## config.mk

```make
export PLATFORM = sky130hd
export DESIGN_NAME = pulse_count_code_lock_top
export DESIGN_NICKNAME = d
export VERILOG_FILES = /design/src/rtl/plc_pkg.sv /design/src/rtl/plc_core.sv /design/src/rtl/pulse_count_code_lock_top.sv
export VERILOG_INCLUDE_DIRS = /design/src /design/src/rtl
export SDC_FILE = /design/constraint.sdc
export NUM_CORES = 1
export LEC_CHECK = 0
export ABC_AREA = 1
export BUFFER_PORTS_ARGS = -buffer_cell sky130_fd_sc_hd__clkbuf_2
export CAP_MARGIN = 30
export CORE_ASPECT_RATIO = 0.5
export CORE_MARGIN = 5
export CORE_UTILIZATION = 30
export DETAILED_ROUTE_END_ITERATION = 8
export PLACE_DENSITY_LB_ADDON = 0.2
export SYNTH_ARGS = -nofsm -noshare
export SYNTH_HDL_FRONTEND = slang
export SYNTH_SLANG_ARGS = --single-unit
```

## constraint.sdc

```tcl
create_clock -name clk -period 5.05 [get_ports clk]
set_input_delay 0 -clock clk [delete_from_list [all_inputs] [get_ports clk]]
set_output_delay 0 -clock clk [all_outputs]
set_load 0.03 [all_outputs]
```

## src/rtl/pulse_count_code_lock_top_defines.svh

```systemverilog
// Assertion macros used by the code lock top level.
`ifndef PULSE_COUNT_CODE_LOCK_TOP_DEFINES_SVH
`define PULSE_COUNT_CODE_LOCK_TOP_DEFINES_SVH

// Checks a condition at every clock edge outside reset.
`define PLC_ASSERT_ALWAYS(lbl, cond, msg) \
    lbl: assert property (@(posedge clk) disable iff (!rst_n) (cond)) else $error(msg);

// Checks that a trigger implies a condition on the same clock edge.
`define PLC_ASSERT_IMPL(lbl, trig, cond, msg) \
    lbl: assert property (@(posedge clk) disable iff (!rst_n) (trig) |-> (cond)) \
        else $error(msg);

`endif

```

## src/rtl/plc_pkg.sv

```systemverilog
// Shared types, constants and functions of the code lock.
package plc_pkg;

    // Phase codes.
    localparam logic [2:0] PH_WAIT_FIRST  = 3'd0;
    localparam logic [2:0] PH_WAIT_SECOND = 3'd1;
    localparam logic [2:0] PH_CHECK       = 3'd2;
    localparam logic [2:0] PH_CORRECT     = 3'd3;
    localparam logic [2:0] PH_WRONG       = 3'd4;

    // Configuration register indexes.
    localparam logic [1:0] REG_CODE_FIRST    = 2'd0;
    localparam logic [1:0] REG_CODE_SECOND   = 2'd1;
    localparam logic [1:0] REG_DEBOUNCE      = 2'd2;
    localparam logic [1:0] REG_DIGIT_TIMEOUT = 2'd3;

    // Register values after reset.
    localparam logic [3:0]  RST_CODE_FIRST    = 4'd2;
    localparam logic [3:0]  RST_CODE_SECOND   = 4'd3;
    localparam logic [7:0]  RST_DEBOUNCE      = 8'd5;
    localparam logic [15:0] RST_DIGIT_TIMEOUT = 16'd100;

    // Count limit and idle timer saturation value.
    localparam logic [2:0]  COUNT_MAX = 3'd4;
    localparam logic [15:0] IDLE_MAX  = 16'hFFFF;

    // Configuration seen by the core.
    typedef struct packed {
        logic [3:0]  code_first;
        logic [3:0]  code_second;
        logic [7:0]  holdoff_ticks;
        logic [15:0] digit_timeout_ticks;
    } plc_cfg_t;

    // One result item.
    typedef struct packed {
        logic [6:0] segment_pattern;
        logic       unlock_event;
        logic       wrong_code_event;
        logic       alarm_event;
        logic [2:0] phase_now;
    } plc_result_t;

    // Seven-segment pattern for a count of 0 to 4; bit0 is segment A.
    function automatic logic [6:0] seg_of_count(input logic [2:0] count);
        logic [6:0] pat;
        case (count)
            3'd1:    pat = 7'b0000110;
            3'd2:    pat = 7'b1011011;
            3'd3:    pat = 7'b1001111;
            3'd4:    pat = 7'b1100110;
            default: pat = 7'b0000000;
        endcase
        return pat;
    endfunction

endpackage

```

## src/rtl/plc_core.sv

```systemverilog
// Lock state and the per-item update of counts, timers, phase and display.
module plc_core
    import plc_pkg::*;
(
    input  logic        clk,
    input  logic        rst_n,
    input  logic        step,
    input  logic        sensor_one_active,
    input  logic        sensor_two_active,
    input  logic        emergency_press,
    input  plc_cfg_t    cfg,
    output plc_result_t result
);

    logic [2:0]  phase_reg, phase_next;
    logic [2:0]  count_first_reg, count_first_next;
    logic [2:0]  count_second_reg, count_second_next;
    logic [15:0] idle_first_reg, idle_first_next;
    logic [15:0] idle_second_reg, idle_second_next;
    logic [7:0]  holdoff_first_reg, holdoff_first_next;
    logic [7:0]  holdoff_second_reg, holdoff_second_next;
    logic        last_first_reg, last_first_next;
    logic        last_second_reg, last_second_next;
    logic [6:0]  shown_reg, shown_next;
    logic        unlock_next, wrong_next, alarm_next;

    // Next state for one item.
    always_comb
    begin
        phase_next          = phase_reg;
        count_first_next    = count_first_reg;
        count_second_next   = count_second_reg;
        idle_first_next     = idle_first_reg;
        idle_second_next    = idle_second_reg;
        holdoff_first_next  = holdoff_first_reg;
        holdoff_second_next = holdoff_second_reg;
        last_first_next     = last_first_reg;
        last_second_next    = last_second_reg;
        shown_next          = shown_reg;
        unlock_next         = 1'b0;
        wrong_next          = 1'b0;
        alarm_next          = 1'b0;

        if (emergency_press)
        begin
            phase_next          = PH_WAIT_FIRST;
            count_first_next    = '0;
            count_second_next   = '0;
            idle_first_next     = '0;
            idle_second_next    = '0;
            holdoff_first_next  = '0;
            holdoff_second_next = '0;
            last_first_next     = 1'b0;
            last_second_next    = 1'b0;
            shown_next          = '0;
            alarm_next          = 1'b1;
        end
        else
        begin
            // Debounce holdoffs count down toward zero.
            if (holdoff_first_reg != 8'd0)
                holdoff_first_next = holdoff_first_reg - 8'd1;
            if (holdoff_second_reg != 8'd0)
                holdoff_second_next = holdoff_second_reg - 8'd1;

            // First digit: edge counting and idle timer.
            if (phase_reg == PH_WAIT_FIRST)
            begin
                if (sensor_one_active && !last_first_reg && holdoff_first_next == 8'd0)
                begin
                    if (count_first_reg < COUNT_MAX)
                    begin
                        count_first_next = count_first_reg + 3'd1;
                        shown_next = seg_of_count(count_first_next);
                    end
                    idle_first_next    = '0;
                    holdoff_first_next = cfg.holdoff_ticks;
                end
                if (count_first_next != 3'd0 && idle_first_next != IDLE_MAX)
                    idle_first_next = idle_first_next + 16'd1;
            end

            // Second digit: edge counting and idle timer.
            if (phase_reg == PH_WAIT_SECOND)
            begin
                if (sensor_two_active && !last_second_reg && holdoff_second_next == 8'd0)
                begin
                    if (count_second_reg < COUNT_MAX)
                    begin
                        count_second_next = count_second_reg + 3'd1;
                        shown_next = seg_of_count(count_second_next);
                    end
                    idle_second_next    = '0;
                    holdoff_second_next = cfg.holdoff_ticks;
                end
                if (count_second_next != 3'd0 && idle_second_next != IDLE_MAX)
                    idle_second_next = idle_second_next + 16'd1;
            end

            last_first_next  = sensor_one_active;
            last_second_next = sensor_two_active;

            // Phase sequencing.
            case (phase_reg)
                PH_WAIT_FIRST:
                begin
                    if (count_first_next != 3'd0 &&
                        idle_first_next >= cfg.digit_timeout_ticks)
                    begin
                        phase_next       = PH_WAIT_SECOND;
                        idle_second_next = '0;
                    end
                end
                PH_WAIT_SECOND:
                begin
                    if (count_second_next != 3'd0 &&
                        idle_second_next >= cfg.digit_timeout_ticks)
                        phase_next = PH_CHECK;
                end
                PH_CHECK:
                begin
                    if ({1'b0, count_first_next} == cfg.code_first &&
                        {1'b0, count_second_next} == cfg.code_second)
                        phase_next = PH_CORRECT;
                    else
                        phase_next = PH_WRONG;
                end
                default:
                begin
                    // Correct, wrong and unused codes all return to the start.
                    unlock_next         = (phase_reg == PH_CORRECT);
                    wrong_next          = (phase_reg == PH_WRONG);
                    phase_next          = PH_WAIT_FIRST;
                    count_first_next    = '0;
                    count_second_next   = '0;
                    idle_first_next     = '0;
                    idle_second_next    = '0;
                    holdoff_first_next  = '0;
                    holdoff_second_next = '0;
                    last_first_next     = 1'b0;
                    last_second_next    = 1'b0;
                    shown_next          = '0;
                end
            endcase
        end
    end

    // State registers, updated once per item.
    always_ff @(posedge clk or negedge rst_n)
    begin
        if (!rst_n)
        begin
            phase_reg          <= PH_WAIT_FIRST;
            count_first_reg    <= '0;
            count_second_reg   <= '0;
            idle_first_reg     <= '0;
            idle_second_reg    <= '0;
            holdoff_first_reg  <= '0;
            holdoff_second_reg <= '0;
            last_first_reg     <= 1'b0;
            last_second_reg    <= 1'b0;
            shown_reg          <= '0;
        end
        else if (step)
        begin
            phase_reg          <= phase_next;
            count_first_reg    <= count_first_next;
            count_second_reg   <= count_second_next;
            idle_first_reg     <= idle_first_next;
            idle_second_reg    <= idle_second_next;
            holdoff_first_reg  <= holdoff_first_next;
            holdoff_second_reg <= holdoff_second_next;
            last_first_reg     <= last_first_next;
            last_second_reg    <= last_second_next;
            shown_reg          <= shown_next;
        end
    end

    // The result item reflects the state after this item.
    assign result.segment_pattern  = shown_next;
    assign result.unlock_event     = unlock_next;
    assign result.wrong_code_event = wrong_next;
    assign result.alarm_event      = alarm_next;
    assign result.phase_now        = phase_next;

endmodule

```

## src/rtl/pulse_count_code_lock_top.sv

```systemverilog
// Top level of the two-digit pulse count code lock.
// Each accepted input item is one tick and yields exactly one result item,
// which passes through the input register and then the output register. A new
// item is taken in every cycle while the output is not stalled: the item sits in
// an input register, the lock state is updated in a single pass of logic, and
// the result lands in an output register, so the sustained rate is one item
// per cycle while the output is not stalled. Configuration writes complete
// in the cycle they are offered.
`include "pulse_count_code_lock_top_defines.svh"

module pulse_count_code_lock_top
    import plc_pkg::*;
(
    input  logic        clk,
    input  logic        rst_n,
    // Input channel
    input  logic        in_valid,
    output logic        in_ready,
    input  logic        sensor_one_active,
    input  logic        sensor_two_active,
    input  logic        emergency_press,
    // Result channel
    output logic        out_valid,
    input  logic        out_ready,
    output logic [6:0]  segment_pattern,
    output logic        unlock_event,
    output logic        wrong_code_event,
    output logic        alarm_event,
    output logic [2:0]  phase_now,
    // Configuration write channel
    input  logic        cfg_valid,
    output logic        cfg_ready,
    input  logic [1:0]  cfg_index,
    input  logic [31:0] cfg_data
);

    plc_cfg_t    cfg_reg;
    plc_result_t result;
    plc_result_t res_reg;
    logic        in_valid_reg;
    logic        out_valid_reg;
    logic        s1_reg, s2_reg, emg_reg;
    logic        out_free;
    logic        step;

    // Configuration registers.
    assign cfg_ready = 1'b1;

    always_ff @(posedge clk or negedge rst_n)
    begin
        if (!rst_n)
        begin
            cfg_reg.code_first          <= RST_CODE_FIRST;
            cfg_reg.code_second         <= RST_CODE_SECOND;
            cfg_reg.holdoff_ticks       <= RST_DEBOUNCE;
            cfg_reg.digit_timeout_ticks <= RST_DIGIT_TIMEOUT;
        end
        else if (cfg_valid && cfg_ready)
        begin
            case (cfg_index)
                REG_CODE_FIRST:    cfg_reg.code_first          <= cfg_data[3:0];
                REG_CODE_SECOND:   cfg_reg.code_second         <= cfg_data[3:0];
                REG_DEBOUNCE:      cfg_reg.holdoff_ticks       <= cfg_data[7:0];
                REG_DIGIT_TIMEOUT: cfg_reg.digit_timeout_ticks <= cfg_data[15:0];
                default:           cfg_reg <= cfg_reg;
            endcase
        end
    end

    // Pipeline flow: the output register frees when its item is taken.
    assign out_free = !out_valid_reg || out_ready;
    assign step     = in_valid_reg && out_free;
    assign in_ready = !in_valid_reg || out_free;

    // Input register control.
    always_ff @(posedge clk or negedge rst_n)
    begin
        if (!rst_n)
            in_valid_reg <= 1'b0;
        else if (in_ready)
            in_valid_reg <= in_valid;
    end

    // Input register payload.
    always_ff @(posedge clk)
    begin
        if (in_valid && in_ready)
        begin
            s1_reg  <= sensor_one_active;
            s2_reg  <= sensor_two_active;
            emg_reg <= emergency_press;
        end
    end

    plc_core u_core
    (
        .clk               (clk),
        .rst_n             (rst_n),
        .step              (step),
        .sensor_one_active (s1_reg),
        .sensor_two_active (s2_reg),
        .emergency_press   (emg_reg),
        .cfg               (cfg_reg),
        .result            (result)
    );

    // Output register control.
    always_ff @(posedge clk or negedge rst_n)
    begin
        if (!rst_n)
            out_valid_reg <= 1'b0;
        else if (out_free)
            out_valid_reg <= step;
    end

    // Output register payload.
    always_ff @(posedge clk)
    begin
        if (step)
            res_reg <= result;
    end

    assign out_valid        = out_valid_reg;
    assign segment_pattern  = res_reg.segment_pattern;
    assign unlock_event     = res_reg.unlock_event;
    assign wrong_code_event = res_reg.wrong_code_event;
    assign alarm_event      = res_reg.alarm_event;
    assign phase_now        = res_reg.phase_now;

    // At most one event is given per item.
    `PLC_ASSERT_ALWAYS(a_one_event, !out_valid || $onehot0({unlock_event, wrong_code_event, alarm_event}), "more than one event in an item")
    // An alarm leaves the lock at the start with a blank display.
    `PLC_ASSERT_IMPL(a_alarm_clears, out_valid && alarm_event, phase_now == PH_WAIT_FIRST && segment_pattern == 7'd0, "alarm did not clear the lock")
    // A verdict event always returns the lock to the start.
    `PLC_ASSERT_IMPL(a_verdict_clears, out_valid && (unlock_event || wrong_code_event), phase_now == PH_WAIT_FIRST && segment_pattern == 7'd0, "verdict did not clear the lock")
    // A stalled result is not overwritten by a new item.
    `PLC_ASSERT_IMPL(a_no_overrun, out_valid_reg && !out_ready, !step, "result register overwritten while stalled")

endmodule
```

==> impl_results.md, run 1 <==
* Outcome: finished, final reports clean
* CP required at 5.21 ns
* Slack of the worst reg-to-reg path at about 0.34 ns
* Placed Cells at 1625
* Die H at 129.2 um
* Least-Margin Pin Slew at 1.015 ns
* Worst path most repeated cell: nand2_1
* Global-route wire length before repair at between 40 and 50 mm
* Crit path kind: flip-flop to flip-flop
* I/O Buffers at 40
* Final Setup Violations at 0
* Synthesized flop and latch total at 116
* Area leader, netlist: dfrtp_1
* I/O pins at between 50 and 60
* Cell at the slowest stage of the critical path: dfrtp_1
* Final period util at 93.18%
* RSZ-0062 raised after global routing: no
* Antenna diodes at 0
* Row cnt at 43
* Top Family by Delay on Critical Path: simple AND/OR/NAND/NOR gates
* Avg WL per Cell at approximately 15 um
* Die width at 248.4 um
* First-pass DRT Iterations at 7
* Synth top area cells: dfrtp_1 27%, nand2_1 16%, ha_1 7.0%, inv_1 6.0%, edfxtp_1 5.6%
* Setup TNS at 0 ns
* Post-synth cell types at 54
* WP buf/inv at 2
* Hold Path Depth at 3
* Max transition margin at 32.18%
* Startpoint Class: flip-flop
* Layout Cells excl Fill at 1685
* Largest net degree at the start of global routing at 60
* Worst min path class: primary input to flip-flop
* Grt ovf at 0
* Antenna-violating nets left at 0
* Clock buffer depth at 2
* Initial Util at between 30% and 40%
* Gr usage total at between 10% and 20%
* Area fraction of the dominant cell type after synthesis at 27.01%
* Commonest register cell after synthesis: dfrtp_1
* Max-cap viol count at 0
* Worst path depth at 27
* Post-synth EDFFs at 16
* DR vias at 8001
* FF-to-FF path depth at 27
* Fraction of layout cells with a size suffix above 1 at 17.57%
* Synth Net Count at roughly 1300
* CTS tree: built
* Placer Congestion at between 0.8 and 0.9
* CTS buffer count at 17
* Synth async-reset ratio at between 80% and 90%
* Worst r2r src: u_core.holdoff_second_reg[1]
* Mean Syn Cell Area at 7.133 sq um
* H-tree Lvls at 4
* Mapped Area at 8524 sq um
* Clock Tree Root: clkbuf_16
* # clock sinks at 116
* Worst Clk Skew at 0.009750 ns
* Number of flip-flops in the largest register at 32
* Seq/Total Area, Yosys at 35.11%
* Static leakage at just over 5 nW
* Syn-to-layout area delta at 20.89%
* Antenna violations before repair at 1
* Final WS setup at 0.3446 ns
* Number of global-route vias before repair at 7637
* Max Slew Vio Count at 0
* Residual DRC at 0
* Final hold vios at 0
* Die Area at 32090 sq um
* Skew-Pair Late Insertion Delay at 0.43 ns
* Worst setup startpoint: u_core.holdoff_second_reg[1]
* VDD IR max at around 0.18 mV
* Total power at around 4.4 mW
* Core footprint at around 28000 sq um
* Pre-CTS setup slack at 0.2437 ns
* Drt initial violations at ~460
* Clock transition at path regs at roughly 0.060 ns
* Tmin final at 4.705 ns
* Routed WL at 24.65 mm
* Layout net count at 1380
* Worst Setup End Kind: flip-flop
* CP Data Arrival Time at 4.87 ns
* Detailed-placement wirelength estimate at between 15 and 20 mm
* Post-synthesis cell count at 1195
* CP max FO at 10
* Cell area power density at approximately 420 nW/um^2
* Largest stage delay, worst path at around 0.40 ns
* Max frequency at 0.2125 GHz
* Hold_sp: cfg_valid
* Yosys warning count at 0
* Via/cell ratio at ~4.7
## power by group
part | internal, mW | total, mW | switching, mW
Combinational | 0.626 | 1.82 | 1.19
Clock | 0.833 | 1.32 | 0.489
Sequential | 1.10 | 1.22 | 0.120
## layer usage
metal  up-vias  GRT usage (%)  part of all wire (%)
li1       4068              -                     -
met1      3800          23.25                    52
met2       118          24.77                    44
met3        15          2.576                   3.0
met4         0          3.663                  0.94
met5         -              0                     0
## repair_timing
item,4_1_cts,5_1_grt
hold buffers,24,0
gates resized for setup,0,16
buffers inserted,0,4
setup endpoints to repair,0,19
hold endpoints to repair,97,0
## placed cells by master, fill, tap and decap left out, types with 12 or more instances in the layout
| cell type | n |
|---|---|
| a21oi_1 | 49 |
| buf_4 | 45 |
| clkbuf_16 | 18 |
| clkbuf_2 | 39 |
| dfrtp_1 | 92 |
| dlygate4sd3_1 | 24 |
| edfxtp_1 | 16 |
| ha_1 | 47 |
| inv_1 | 135 |
| inv_2 | 18 |
| nand2_1 | 364 |
| nand2_2 | 21 |
| nand3_1 | 88 |
| nand4_1 | 20 |
| nor2_1 | 74 |
| nor2_2 | 12 |
| nor3_1 | 12 |
| o21ai_0 | 79 |
| o21ai_1 | 14 |
## final cells by class
| type | instances | area [sq um] |
|---|---|---|
| fill | 2937 | 17560 |
| multi-input combinational | 893 | 4852 |
| sequential | 116 | 2993 |
| timing repair buffer | 108 | 773.2 |
| inverter | 154 | 579.3 |
| clock buffer | 21 | 481.7 |
| tap | 382 | 478.0 |
| clock inverter | 11 | 147.6 |
## worst paths after layout
check,endpoint
worst max-delay path,phase_now[1]
worst min register to register,u_core.shown_reg[3]
max in group asynchronous,cfg_reg[4]
worst max register to register,phase_now[1]
worst min-delay path,cfg_reg[25]
min in group asynchronous,u_core.holdoff_second_reg[4]
## kinds of logic (layout without fill, tap and decap cells)
family / count (synthesis) / after routing / share of synthesized area [%]
other: 1 / 1 / 0.04399
AOI/OAI and AO/OA: 177 / 177 / 11.54
DFF: 116 / 116 / 35.11
and+or+nand+nor: 648 / 648 / 35.58
adders and majority gates: 48 / 48 / 7.045
buffers and inverters: 186 / 294 / 8.645
xor gates and xnor gates: 19 / 19 / 2.040
## metrics by stage
stage | util (%) | hold slack, ns | area [sq um]
2_1_floorplan | - | -0.2956 | 8524
3_3_place_gp | 33.54 | 0.1547 | 9348
3_5_place_dp | 33.54 | 0.1707 | 9348
4_1_cts | 36.66 | 0.01390 | 10220
5_1_grt | 36.98 | 0.08056 | 10300
6_report | 36.98 | 0.01460 | 10300
## cell usage after synthesis, types with 10 or more instances
| cell type | number |
|---|---|
| nand2_2 | 20 |
| nand2_1 | 366 |
| inv_1 | 137 |
| nor2_2 | 11 |
| clkbuf_1 | 18 |
| nand3_2 | 10 |
| dfrtp_1 | 92 |
| nand3b_1 | 10 |
| edfxtp_1 | 16 |
| nor3_1 | 14 |
| nand4_1 | 20 |
| o21ai_1 | 14 |
| nor2_1 | 75 |
| xor2_1 | 10 |
| inv_2 | 16 |
| o21ai_0 | 79 |
| ha_1 | 48 |
| a21oi_1 | 51 |
| nand3_1 | 89 |
## tightest hold or removal path, delay by kind of cell
family,cells,cell delay [ns]
simple gates,1,0.21
buf+inv,1,0.11
compound gates,1,0.11
Power figures use the tool's default switching activity.
==> inputs of run 2 (changes only) <==
--- a/config.mk
+++ b/config.mk
@@ -7,11 +7,12 @@
 export NUM_CORES = 1
 export LEC_CHECK = 0
 export ABC_AREA = 1
-export BUFFER_PORTS_ARGS = -buffer_cell sky130_fd_sc_hd__clkbuf_2
+export BUFFER_PORTS_ARGS = -buffer_cell sky130_fd_sc_hd__buf_2
 export CAP_MARGIN = 30
 export CORE_ASPECT_RATIO = 0.5
 export CORE_MARGIN = 5
 export CORE_UTILIZATION = 30
+export CTS_CLUSTER_SIZE = 8
 export DETAILED_ROUTE_END_ITERATION = 8
 export PLACE_DENSITY_LB_ADDON = 0.2
 export SYNTH_ARGS = -nofsm -noshare
==> run 2 against run 1 <==
Against the previous run:
- cell area barely moved
- first-iteration DRC count rose by 22%
- clock skew rose by 0.0023 ns
- critical endpoint is now u_core.phase_reg[1]
- largest power group unchanged
==> impl_results.md, run 2 (synthesis gave the netlist of run 1 again) <==
* Clock Tree Root: clkbuf_16
* Fillers at slightly below 3000
* Cell area power density at 414.4 nW/um^2
* Die H at 129.2 um
* WP buf/inv at 1
* M1 wire length at 12.80 mm
* Antenna diodes at 0
* VDD IR max at 0.1668 mV
* Avg WL per Cell at roughly 15 um
* CP Data Arrival Time at 4.95 ns
* Fraction of layout cells with a size suffix above 1 at 17.51%
* CP max FO at 10
* DR top layer: met4
* Antenna-violating nets left at 0
* Max-cap viol count at 0
* Routed WL at 24.47 mm
* Final period util at 92.57%
* CTS buffer count at 17
* Setup TNS at 0 ns
* Metal2 WL at 10.45 mm
* Final Setup Violations at 0
* Die Area at 32090 sq um
* Layout net count at 1380
* Routed wl met3 at around 950 um
* Die width at 248.4 um
* Top Family by Delay on Critical Path: simple AND/OR/NAND/NOR gates
* Final hold vios at 0
* Detailed-placement wirelength estimate at 18.05 mm
* RSZ-0062 raised after global routing: no
* Worst Clk Skew at 0.01209 ns
* Startpoint Class: flip-flop
* Worst Setup End Kind: flip-flop
* Final WS setup at 0.3753 ns
* Cell at the slowest stage of the critical path: dfrtp_1
* Static leakage at 5.099 nW
* Row cnt at 43
* H-tree Lvls at 4
* Max frequency at 0.2139 GHz
* Gr usage total at 15.81%
* DR vias at 8036
* Antenna violations before repair at 0
* Largest net degree at the start of global routing at 70
* Placer Congestion at 0.8813
* Clock transition at path regs at 0.06 ns
* # clock sinks at 116
* Initial Util at 30.59%
* Pre-CTS setup slack at 0.2106 ns
* Clock buffer depth at 2
* Skew-Pair Late Insertion Delay at 0.42 ns
* Syn-to-layout area delta at 20.80%
* Commonest non-fill, non-tap cell in the layout: nand2_1
* Grt ovf at 0
* Tmin final at 4.675 ns
* CP required at 5.32 ns
* Worst path most repeated cell: nand2_1
* I/O Buffers at 40
* Drt initial violations at 564
* Max Slew Vio Count at 0
* Number of flip-flops in the largest register at 32
* Max transition margin at between 30% and 40%
* Global-route wire length before repair at 40.54 mm
* First-pass DRT Iterations at 5
* Largest stage delay, worst path at around 0.41 ns
* I/O pins at 58
* Outcome: finished, final reports clean
* Via/cell ratio at 4.772
* Most frequent cells in the layout: 363 x nand2_1, 136 x inv_1, 92 x dfrtp_1, 88 x nand3_1, 78 x o21ai_0
* Number of global-route vias before repair at 7696
* CTS tree: built
* Crit path kind: flip-flop to flip-flop
* Core footprint at 27870 sq um
* Residual DRC at 0
* Worst min path class: primary input to flip-flop
* Least-Margin Pin Slew at about 1 ns
[run 2: cell types whose count changed in the layout (fill, tap and decap cells not counted), moves of 2 or more]
cell	delta
a21boi_1	-3
inv_6	-2
clkinv_4	+4
clkbuf_2	-39
buf_2	+39
bufinv_16	-2
a21boi_2	+2
[run 2: report_power, final]
| group | switching (mW) | internal, mW | total (mW) |
|---|---|---|---|
| sequential | 0.122 | 1.10 | 1.22 |
| clock | 0.478 | 0.747 | 1.22 |
| combinational | 1.20 | 0.625 | 1.82 |
[run 2: what timing repair did]
| item | in CTS | in global routing |
|---|---|---|
| hold buffers | 24 | 0 |
| gates resized for setup | 0 | 17 |
| setup endpoints to repair | 0 | 20 |
| buffers inserted | 0 | 4 |
| endpoints found under the hold margin | 71 | 0 |
[run 2: stage by stage]
step	cells	cell area [sq um]	hold WS [ns]	power [mW]	util, %
after floorplan	1195	8524	-0.2956	2.526	-
final	1684	10300	0.02006	4.267	36.95
after CTS	1679	10170	0.01292	4.242	36.50
after detailed placement	1624	9340	-0.01880	2.978	33.51
after global routing	1684	10300	0.07164	4.601	36.95
after global placement	1624	9340	-0.02051	2.946	33.51
[run 2: final cells by class]
class / count / area, sq um / area share, %
multi-input combinational: 893 / 4863 / 47.23
sequential: 116 / 2993 / 29.06
timing repair buffer: 108 / 793.3 / 7.704
inverter: 154 / 579.3 / 5.626
clock buffer: 21 / 493.0 / 4.787
tap: 382 / 478.0 / 4.642
clock inverter: 10 / 97.59 / 0.9477
[run 2: final timing paths]
check	to	slack [ns]	cells after the start	start
max	u_core.phase_reg[1]	0.38	29	u_core.holdoff_second_reg[1]
min	cfg_reg[25]	0.02	3	cfg_valid
max reg2reg	u_core.phase_reg[1]	0.38	29	u_core.holdoff_second_reg[1]
min reg2reg	u_core.shown_reg[3]	0.48	2	u_core.shown_reg[3]
max in group asynchronous	cfg_reg[24]	3.93	4	rst_n
min in group asynchronous	u_core.holdoff_second_reg[3]	0.06	2	rst_n
[run 2: routing by layer]
metal,GRT usage [%],up-vias
li1,-,4086
met1,23.01,3793
met2,24.20,138
met3,3.504,19
met4,3.501,0
met5,0,-
[run 2: worst register-to-register path, delay by kind of cell, from the launching register on]
| family | cells | cell delay, ns |
|---|---|---|
| adders and majority gates | 3 | 0.75 |
| DFF | 1 | 0.41 |
| buffers and inverters | 1 | 0.11 |
| and+or+nand+nor | 19 | 2.24 |
| AOI/OAI and AO/OA | 6 | 1.02 |
